`src/hdl/fsse_pkg.sv`:
```
// ----------------------------------------------------------------------------
// fsse_pkg
// Types and constants of the frame SSE accumulator.
// ----------------------------------------------------------------------------
package fsse_pkg;

  // Field widths
  localparam int SAMPLE_W = 8;
  localparam int SQ_W     = 2 * SAMPLE_W;
  localparam int LUMA_W   = 40;
  localparam int CHROMA_W = 38;
  localparam int SIZE_W   = 12;
  // Width wide enough for any size bound or last index over the parameter range
  localparam int CMP_W    = 15;

  // Register port
  localparam int ADDR_W   = 3;
  localparam int DATA_W   = 32;

  typedef enum logic {
    REG_HALF_WIDTH  = 1'b0,
    REG_HALF_HEIGHT = 1'b1
  } fsse_reg_e;

  typedef struct packed {
    logic [SAMPLE_W-1:0] src_sample;
    logic [SAMPLE_W-1:0] rec_sample;
  } fsse_in_t;

  typedef struct packed {
    logic [LUMA_W-1:0]   sse_luma;
    logic [CHROMA_W-1:0] sse_cb;
    logic [CHROMA_W-1:0] sse_cr;
  } fsse_out_t;

  // Frame size in effect, already clamped to the legal range
  typedef struct packed {
    logic [SIZE_W-1:0] half_width;
    logic [SIZE_W-1:0] half_height;
  } fsse_size_t;

endpackage

```
`src/hdl/frame_sse_accumulator_top.sv`:
```
// ----------------------------------------------------------------------------
// frame_sse_accumulator_top
// Sum of squared error over a 4:2:0 frame with interleaved chroma.
//
//   channel  direction  handshake           payload
//   in       input      in_valid_i/in_stall_o    fsse_in_t  (src, rec)
//   out      output     out_valid_o/out_stall_i  fsse_out_t (luma, cb, cr)
//   cfg      input      APB psel/penable/pwrite  half_width @0, half_height @4
//
// One item per cycle is taken while the input does not stall; each item is held
// in the input register, then squared and accumulated into the state registers.
// The frame result shows on out_valid_o once the last chroma item has left the
// input register and loaded the result register.
// The input stalls only when a frame's last item meets a result not yet taken.
// Reset is asynchronous, active low, and returns the size to 1920x1080.
// ----------------------------------------------------------------------------
module frame_sse_accumulator_top
  import fsse_pkg::*;
#(
  parameter int MAX_WIDTH  = 4096,
  parameter int MAX_HEIGHT = 4096
) (
  input  logic              clk_i,
  input  logic              rst_ni,
  input  logic              psel,
  input  logic              penable,
  input  logic              pwrite,
  input  logic [ADDR_W-1:0] paddr,
  input  logic [DATA_W-1:0] pwdata,
  output logic [DATA_W-1:0] prdata,
  output logic              pready,
  input  logic              in_valid_i,
  output logic              in_stall_o,
  input  fsse_in_t          in_item_i,
  output logic              out_valid_o,
  input  logic              out_stall_i,
  output fsse_out_t         out_item_o
);

  fsse_size_t size;

  // Size registers
  fsse_cfg #(
    .MAX_WIDTH  (MAX_WIDTH),
    .MAX_HEIGHT (MAX_HEIGHT)
  ) u_cfg (
    .clk_i   (clk_i),
    .rst_ni  (rst_ni),
    .psel    (psel),
    .penable (penable),
    .pwrite  (pwrite),
    .paddr   (paddr),
    .pwdata  (pwdata),
    .prdata  (prdata),
    .pready  (pready),
    .size_o  (size)
  );

  // Datapath
  fsse_core #(
    .MAX_WIDTH  (MAX_WIDTH),
    .MAX_HEIGHT (MAX_HEIGHT)
  ) u_core (
    .clk_i       (clk_i),
    .rst_ni      (rst_ni),
    .size_i      (size),
    .in_valid_i  (in_valid_i),
    .in_stall_o  (in_stall_o),
    .in_item_i   (in_item_i),
    .out_valid_o (out_valid_o),
    .out_stall_i (out_stall_i),
    .out_item_o  (out_item_o)
  );

endmodule

```
`src/hdl/fsse_cfg.sv`:
```
// ----------------------------------------------------------------------------
// fsse_cfg
// Register port for the frame size; clamps the stored halves for use.
// ----------------------------------------------------------------------------
module fsse_cfg
  import fsse_pkg::*;
#(
  parameter int MAX_WIDTH  = 4096,
  parameter int MAX_HEIGHT = 4096
) (
  input  logic              clk_i,
  input  logic              rst_ni,
  input  logic              psel,
  input  logic              penable,
  input  logic              pwrite,
  input  logic [ADDR_W-1:0] paddr,
  input  logic [DATA_W-1:0] pwdata,
  output logic [DATA_W-1:0] prdata,
  output logic              pready,
  output fsse_size_t        size_o
);

  localparam int HwBound = MAX_WIDTH / 2;
  localparam int HhBound = MAX_HEIGHT / 2;

  logic [SIZE_W-1:0] half_width_q;
  logic [SIZE_W-1:0] half_height_q;
  logic              wr_en;
  fsse_reg_e         reg_sel;

  assign pready  = 1'b1;
  assign wr_en   = psel && penable && pwrite;
  assign reg_sel = fsse_reg_e'(paddr[2]);

  // Store written bits as they are
  always_ff @(posedge clk_i or negedge rst_ni) begin
    if (!rst_ni) begin
      half_width_q  <= SIZE_W'(960);
      half_height_q <= SIZE_W'(540);
    end else if (wr_en) begin
      case (reg_sel)
        REG_HALF_WIDTH:  half_width_q  <= pwdata[SIZE_W-1:0];
        REG_HALF_HEIGHT: half_height_q <= pwdata[SIZE_W-1:0];
        default: ;
      endcase
    end
  end

  // Read back the stored values
  always_comb begin
    case (reg_sel)
      REG_HALF_WIDTH:  prdata = DATA_W'(half_width_q);
      REG_HALF_HEIGHT: prdata = DATA_W'(half_height_q);
      default:         prdata = '0;
    endcase
  end

  // Clamp: zero counts as one, anything above the bound takes the bound
  always_comb begin
    if (half_width_q == '0) begin
      size_o.half_width = SIZE_W'(1);
    end else if (CMP_W'(half_width_q) > CMP_W'(HwBound)) begin
      size_o.half_width = SIZE_W'(HwBound);
    end else begin
      size_o.half_width = half_width_q;
    end
    if (half_height_q == '0) begin
      size_o.half_height = SIZE_W'(1);
    end else if (CMP_W'(half_height_q) > CMP_W'(HhBound)) begin
      size_o.half_height = SIZE_W'(HhBound);
    end else begin
      size_o.half_height = half_height_q;
    end
  end

endmodule

```
`src/hdl/fsse_core.sv`:
```
// ----------------------------------------------------------------------------
// fsse_core
// Input register, square-and-accumulate with raster counters, result register.
// ----------------------------------------------------------------------------
module fsse_core
  import fsse_pkg::*;
#(
  parameter int MAX_WIDTH  = 4096,
  parameter int MAX_HEIGHT = 4096
) (
  input  logic       clk_i,
  input  logic       rst_ni,
  input  fsse_size_t size_i,
  input  logic       in_valid_i,
  output logic       in_stall_o,
  input  fsse_in_t   in_item_i,
  output logic       out_valid_o,
  input  logic       out_stall_i,
  output fsse_out_t  out_item_o
);

  localparam int ColW = $clog2(MAX_WIDTH);
  localparam int RowW = $clog2(MAX_HEIGHT);

  // Input register
  logic     in_valid_q;
  fsse_in_t in_item_q;

  // Frame state
  logic [ColW-1:0]     col_q, col_d;
  logic [RowW-1:0]     row_q, row_d;
  logic                chroma_q, chroma_d;
  logic [LUMA_W-1:0]   luma_q, luma_d, luma_new;
  logic [CHROMA_W-1:0] cb_q, cb_d, cb_new;
  logic [CHROMA_W-1:0] cr_q, cr_d, cr_new;

  // Result register
  logic      out_valid_q;
  fsse_out_t out_item_q;

  logic [SAMPLE_W-1:0] diff;
  logic [SQ_W-1:0]     sq;
  logic [CMP_W-1:0]    last_col, last_row;
  logic                row_end, plane_end, frame_last;
  logic                fire, accept;

  // Squared difference of the held item
  assign diff = (in_item_q.src_sample >= in_item_q.rec_sample)
              ? in_item_q.src_sample - in_item_q.rec_sample
              : in_item_q.rec_sample - in_item_q.src_sample;
  assign sq   = SQ_W'(diff) * SQ_W'(diff);

  // Row and plane ends under the size in effect now
  assign last_col  = CMP_W'({size_i.half_width, 1'b0}) - CMP_W'(1);
  assign last_row  = chroma_q ? CMP_W'(size_i.half_height) - CMP_W'(1)
                              : CMP_W'({size_i.half_height, 1'b0}) - CMP_W'(1);
  assign row_end    = CMP_W'(col_q) >= last_col;
  assign plane_end  = row_end && (CMP_W'(row_q) >= last_row);
  assign frame_last = chroma_q && plane_end;

  // Process the held item unless it closes a frame while a stalled result still waits
  assign fire       = in_valid_q && (!frame_last || !out_valid_q || !out_stall_i);
  assign in_stall_o = in_valid_q && !fire;
  assign accept     = in_valid_i && !in_stall_o;

  // Accumulate into the sum picked by plane and column parity
  always_comb begin
    luma_new = luma_q;
    cb_new   = cb_q;
    cr_new   = cr_q;
    if (!chroma_q) begin
      luma_new = luma_q + LUMA_W'(sq);
    end else if (!col_q[0]) begin
      cb_new = cb_q + CHROMA_W'(sq);
    end else begin
      cr_new = cr_q + CHROMA_W'(sq);
    end
  end

  // Advance column, row and plane; clear the sums once a frame is out
  always_comb begin
    col_d    = col_q;
    row_d    = row_q;
    chroma_d = chroma_q;
    luma_d   = luma_new;
    cb_d     = cb_new;
    cr_d     = cr_new;
    if (!row_end) begin
      col_d = col_q + ColW'(1);
    end else begin
      col_d = '0;
      if (!plane_end) begin
        row_d = row_q + RowW'(1);
      end else begin
        row_d    = '0;
        chroma_d = !chroma_q;
        if (chroma_q) begin
          luma_d = '0;
          cb_d   = '0;
          cr_d   = '0;
        end
      end
    end
  end

  // Input register control
  always_ff @(posedge clk_i or negedge rst_ni) begin
    if (!rst_ni) begin
      in_valid_q <= 1'b0;
    end else if (accept) begin
      in_valid_q <= 1'b1;
    end else if (fire) begin
      in_valid_q <= 1'b0;
    end
  end

  always_ff @(posedge clk_i) begin
    if (accept) begin
      in_item_q <= in_item_i;
    end
  end

  // Frame state update
  always_ff @(posedge clk_i or negedge rst_ni) begin
    if (!rst_ni) begin
      col_q    <= '0;
      row_q    <= '0;
      chroma_q <= 1'b0;
      luma_q   <= '0;
      cb_q     <= '0;
      cr_q     <= '0;
    end else if (fire) begin
      col_q    <= col_d;
      row_q    <= row_d;
      chroma_q <= chroma_d;
      luma_q   <= luma_d;
      cb_q     <= cb_d;
      cr_q     <= cr_d;
    end
  end

  // Result register: load on frame end, drop once taken
  always_ff @(posedge clk_i or negedge rst_ni) begin
    if (!rst_ni) begin
      out_valid_q <= 1'b0;
    end else if (fire && frame_last) begin
      out_valid_q <= 1'b1;
    end else if (!out_stall_i) begin
      out_valid_q <= 1'b0;
    end
  end

  always_ff @(posedge clk_i) begin
    if (fire && frame_last) begin
      out_item_q.sse_luma <= luma_new;
      out_item_q.sse_cb   <= cb_new;
      out_item_q.sse_cr   <= cr_new;
    end
  end

  assign out_valid_o = out_valid_q;
  assign out_item_o  = out_item_q;

endmodule

```
`config.mk`:
```
export PLATFORM = sky130hd
export DESIGN_NAME = frame_sse_accumulator_top
export DESIGN_NICKNAME = d
export VERILOG_FILES = /design/src/hdl/fsse_pkg.sv /design/src/hdl/frame_sse_accumulator_top.sv /design/src/hdl/fsse_cfg.sv /design/src/hdl/fsse_core.sv
export SDC_FILE = /design/constraint.sdc
export NUM_CORES = 1
export LEC_CHECK = 0
export BUFFER_PORTS_ARGS = -buffer_cell sky130_fd_sc_hd__buf_2
export CAP_MARGIN = 25
export CORE_UTILIZATION = 41
export CTS_CLUSTER_DIAMETER = 150
export CTS_CLUSTER_SIZE = 8
export DETAILED_ROUTE_END_ITERATION = 10
export PLACE_DENSITY = 0.68
export SYNTH_ARGS = -nofsm -noshare
export SYNTH_HDL_FRONTEND = slang
export SYNTH_HIERARCHICAL = 1
export SYNTH_SLANG_ARGS = --single-unit
```
`constraint.sdc`:
```
create_clock -name clk_i -period 14.4 [get_ports clk_i]
set_input_delay 2.88 -clock clk_i [delete_from_list [all_inputs] [get_ports clk_i]]
set_output_delay 2.88 -clock clk_i [all_outputs]
set_load 0.03 [all_outputs]
```
Yosys cells after proc, flatten, opt, wreduce, memory -nomap -nowiden
Index checks and enable logic that the tools add are counted.

word-level totals
  register bits after elaboration = 299
  bits of input ports = 58
  output and inout port bits = 151
  logic and storage cells = 83

operators by class
  $add $sub $neg = 10
  multiply operators = 1
  magnitude comparators = 5
  equality and inequality tests = 1
  multiplexer cells = 27
  bitwise operators = 1
  reduce and logical (&&, ||, !) cells = 23

operator list
  kind                     number
  $mux W38                 10
  $mux W40                 4
  $add A38 B16 Y38         2
  $mux W12                 6
  $pmux W32 S2             1
  $add A40 B16 Y40         1
  $ge A12 B15 Y1           2
  $sub A13 B1 Y14 const B  2
  $add A12 B1 Y12 const B  2
  $gt A12 B12 Y1 const B   2
  $logic_not A12 Y1        2
  $mul A8 B8 Y16           1
  $sub A8 B8 Y8            2
  $mux W15                 1
  $sub A12 B1 Y13 const B  1
  $ge A8 B8 Y1             1
  $logic_and A1 B1 Y1      8
  $mux W8                  1
  $logic_not A1 Y1         6
  $reduce_and A2 Y1        3
  $mux W1                  4
  $reduce_and A3 Y1        1
  $logic_or A1 B1 Y1       2
  $ne A2 B1 Y1 const B     1
  other kinds (2)          2

Depth between registers and ports, before layout
  depth after elaboration = 17
  gate-level depth with buffers = 37
  gate-level depth less buffers = 37

By module
The synthesis kept the hierarchy.

by module, submodules not included
  module     times used  cells each  area an instance (µm²)  sequential area each (µm²)
  fsse_core  1           1779        17798.3                 7542.2
  fsse_cfg   1           125         1488.9                  610.6

Least setup slack after synthesis
No wires, ideal clock.

  path type = reg2reg
  from = register u_cfg.half_height_q[2]
  to = register u_core.out_item_q (netlist bit u_core/out_item_o[0]), enable pin
  setup time = 0.875 ns
  arrival time = 15.062 ns
  required time = 13.525 ns
  path slack = -1.537 ns
  cell stages (with the launch flop) = 20
  path buffers = 2
  period minus slack after synthesis = 15.937 ns
  cell sequence = dfstp_2 -> nor4_1 -> a41o_1 -> inv_1 -> ha_1 -> or3b_1 -> or3_1 -> nand2b_1 -> nor3_1 -> or3_1 -> o21ai_0 -> ha_1 -> a2111o_1 -> o22ai_1 -> nand2b_1 -> o21ai_2 -> o31ai_4 -> buf_2 -> buf_2 -> nor4_1

RTL lines
  what                    RTL line         text
  start, declared         fsse_cfg.sv:27   logic [SIZE_W-1:0] half_height_q;
  start signal, assigned  fsse_cfg.sv:43   REG_HALF_HEIGHT: half_height_q <= pwdata[SIZE_W-1:0];
  end, declared           fsse_core.sv:39  fsse_out_t out_item_q;

Worst setup path in the final report
  from = register u_core/in_item_q[0] (netlist bit)
  to = register u_core.luma_q[23]

on the way
  word-level cells in the longest chain between the ends = 8
  elaborated cells on any way between the ends = 10
  those cells by class = 3 x add/sub; 1 x mul; 1 x order compare; 5 x mux

RTL lines
  what                                         RTL line          text
  start, declared                              fsse_core.sv:27   fsse_in_t in_item_q;
  start signal, assigned                       fsse_core.sv:119  in_item_q <= in_item_i;
  $sub A8 B8 Y8, or another cell as far along  fsse_core.sv:50   : in_item_q.rec_sample - in_item_q.src_sample;
  $mux W8 (*)                                  fsse_core.sv:49   ? in_item_q.src_sample - in_item_q.rec_sample
  $mul A8 B8 Y16 (*)                           fsse_core.sv:51   assign sq = SQ_W'(diff) * SQ_W'(diff);
  $add A40 B16 Y40 (*)                         fsse_core.sv:72   luma_new = luma_q + LUMA_W'(sq);
  $mux W40 (*)                                 fsse_core.sv:71   if (!chroma_q) begin
  $mux W40                                     fsse_core.sv:97   if (chroma_q) begin
  $mux W40                                     fsse_core.sv:92   if (!plane_end) begin
  $mux W40 (*)                                 fsse_core.sv:88   if (!row_end) begin
  end signal, assigned                         fsse_core.sv:136  luma_q <= luma_d;
  end, declared                                fsse_core.sv:33   logic [LUMA_W-1:0] luma_q, luma_d, luma_new;

Every way passes the cells marked *; elsewhere a longest branch is shown, timed or not.
A chain may end at the register's enable or synchronous reset.

==> impl_metrics.py <==
metrics = {
    "global_routing": {
        "grt.overflow.total": 0,
        "grt_pass1_wl_um": 75100,
        "grt_usage": 0.195,
        "antenna_found_initial": 2,
        "grt_pass1_vias": 14700,
        "grt_max_degree": 90,
    },
    "clocking": {
        "cts_tree": "done",
        "clkSlewWorstSetupHoldPaths_ps": 60,
        "postCtsSetupRepairBufs": 0,
        "cts_buffers": 43,
        "htreeDepth": 2,
        "post_cts_resized": 0,
        "cts_hold_buf": 0,
        "clockBufferDepth": 3,
        "cts_root_buffer": "clkbuf_16",
        "clock_latency_ps": 590,
        "cts_sinks": 299,
    },
    "layout": {
        "multi_input_comb_area_sq_um": 10300,
        "fill_cells": 4317,
        "drive_above_1_share": 0.153,
        "areaGrowthSynthToFinish_pct": 13.7,
        "seq_area_sq_um": 8150,
        "design.final.nets": 2271,
    },
    "worst_hold_path": {
        "min_to": "u_core/cb_q[25]",
        "holdPathStages": 1,
        "hp-class": "reg -> reg",
        "min-delay-start": "u_core/cb_q[25]",
    },
    "logic_synthesis": {
        "yosysTopAreaCell": "dfrtp_1",
        "postSynth.asyncResetShare": 0.559,
        "synthTopCellsByCount": "159 x dfrtp_1, 151 x nand2_1, 132 x edfxtp_1",
        "syn_inst": 1904,
        "ys_top_cells_by_area": "dfrtp_1 21%, edfxtp_1 21%, ha_1 8.2%",
        "synth_cell_types": 82,
        "yosysMostFrequentCell": "dfrtp_1",
        "synth-edff-count": 132,
        "synth.cell_area_sq_um": 19300,
        "ys_seq_area_frac": 0.423,
        "ys_seq_elements": 299,
        "synthFlopType": "dfrtp_1",
        "yosys_warnings": 6,
        "syn_area_per_cell_sq_um": 10.1,
        "synth_top_area_frac": 0.206,
    },
    "setup_path": {
        "start_kind": "flip-flop",
        "max_stage_delay_ps": 840,
        "worst_path_max_delay_cell": "xnor2_1",
        "ff2ff_path_depth": 29,
        "crit_top_cell": "fa_1",
        "path_max_fanout": 9,
        "worst_r2r_endpoint": "u_core/luma_q[23]",
        "reg2reg_from": "u_core/in_item_q[0]",
        "crit_arrival_ps": 9830,
        "end_kind": "flip-flop",
        "rrSetupSlack_ps": 5050,
        "critPathKind": "reg -> reg",
        "required_ps": 14880,
    },
    "floorplan": {
        "num_rows": 79,
        "die_x_um": 219,
        "dieArea_sq_um": 47900,
        "start_util": 0.415,
        "die_y_um": 219,
        "pin_count": 209,
        "core_sq_um": 46500,
    },
    "placed_design": {
        "preCtsSetupSlack_ps": 4930,
        "gp_congestion": 0.898,
        "io_buffer_count": 165,
        "dp_hpwl_um": 33100,
    },
    "drt": {
        "drcViolationCount": 0,
        "vias": 15100,
        "drt_iter0_drc": 1142,
        "dr.pass1.iters": 6,
        "viasPerCell": 5.58,
        "wl_um": 47100,
        "drt-wirelength-per-cell_um": 17.4,
        "ant_nets": 0,
    },
    "flow_run": {
        "drv_cap": 0,
    },
    "sta": {
        "setup_violations": 0,
        "finalHoldViolCount": 0,
        "period_share": 0.649,
        "rsz0062_at_grt": "false",
        "maxSlewHeadroom": 0.274,
        "tns_ps": 0,
        "tightest_slew_ps": 1080,
        "max_freq_ghz": 0.107,
        "fin_skew_ps": 23.1,
        "slew_viol_final": 0,
        "fin_ws_ps": 5050,
        "fin_crit_ps": 9350,
    },
    "status": {
        "status": "finished, final reports clean",
    },
}
## flip-flops by register name, summed over array words and instances, names as in the netlist
name                 cells
u_core/in_valid_q        1
u_cfg/half_width_q      12
u_core/row_q            12
u_core/cb_q             38
u_core/out_valid_o       1
u_core/luma_q           40
u_core/in_item_q        16
u_core/out_item_o      116
u_core/col_q            12
u_core/chroma_q          1
u_cfg/half_height_q     12
u_core/cr_q             38
## how the worst max path moves through the flow
stage                                start               endpoint  slack, ps  cells past startpoint
floorplan           u_cfg/half_height_q[2]   u_core/out_item_o[0]       3400                     19
global placement       u_core/in_item_q[0]  u_core/out_item_o[68]       5070                     28
detailed placement     u_core/in_item_q[0]        u_core/cb_q[34]       4930                     28
CTS                    u_core/in_item_q[0]        u_core/cb_q[34]       4910                     28
global route           u_core/in_item_q[0]      u_core/luma_q[23]       4520                     29
finish                 u_core/in_item_q[0]      u_core/luma_q[23]       5050                     29
## metrics by stage
| stage | cell area [sq um] | std cells | hold slack (ps) | util |
|---|---|---|---|---|
| global placement | 20600 | 2619 | 491 | 0.443 |
| global route | 21900 | 2699 | 541 | 0.472 |
| floorplan | 19400 | 1923 | 473 | - |
| detailed placement | 20600 | 2619 | 503 | 0.443 |
| CTS | 21900 | 2695 | 515 | 0.471 |
| finish | 21900 | 2701 | 508 | 0.472 |
## placed cells by master (no fill, tap or decap), drive strengths merged, types with 47 or more instances in the layout
master / synthesis / layout
a21o: 52 / 52
a21oi: 107 / 107
a22o: 56 / 56
buf: 50 / 183
clkbuf: 41 / 73
dfrtp: 159 / 159
edfxtp: 132 / 132
ha: 126 / 126
inv: 114 / 116
nand2: 151 / 151
nand3: 53 / 53
nor2: 85 / 85
o21ai: 132 / 132
xnor2: 84 / 84
xor2: 47 / 47
## metal layers
layer,routed length (um),share of wire,GRT usage
met3,2830,0.060,0.0356
met4,1120,0.024,0.0639
met5,0,0,0
met1,20800,0.44,0.256
met2,22300,0.47,0.325
## area by class of cell
class,instances,share of cell area
inverter,115,0.0197
multi-input combinational,1418,0.470
antenna,2,0.000228
sequential,299,0.372
clock inverter,4,0.00354
tap,607,0.0346
timing repair buffer,184,0.0454
clock buffer,72,0.0541
## logic make-up after synthesis
family,synth area share
AOI/OAI and AO/OA,0.179
DFF,0.423
buffers and inverters,0.0480
muxes,0.0319
other,0.000389
adders and majority gates,0.109
and+or+nand+nor,0.150
xor gates and xnor gates,0.0595
## critical path, delay by kind of cell (launching register included)
family	cells	cell delay [ps]
simple gates	5	900
mux	1	440
fa+ha+maj	7	3340
xor+xnor	1	840
compound gates	12	3180
buf+inv	3	160
flops	1	380
Power is left out: the tool's default activity adds up to more than one toggle a clock period on the data nets, which glitch-free logic cannot reach.
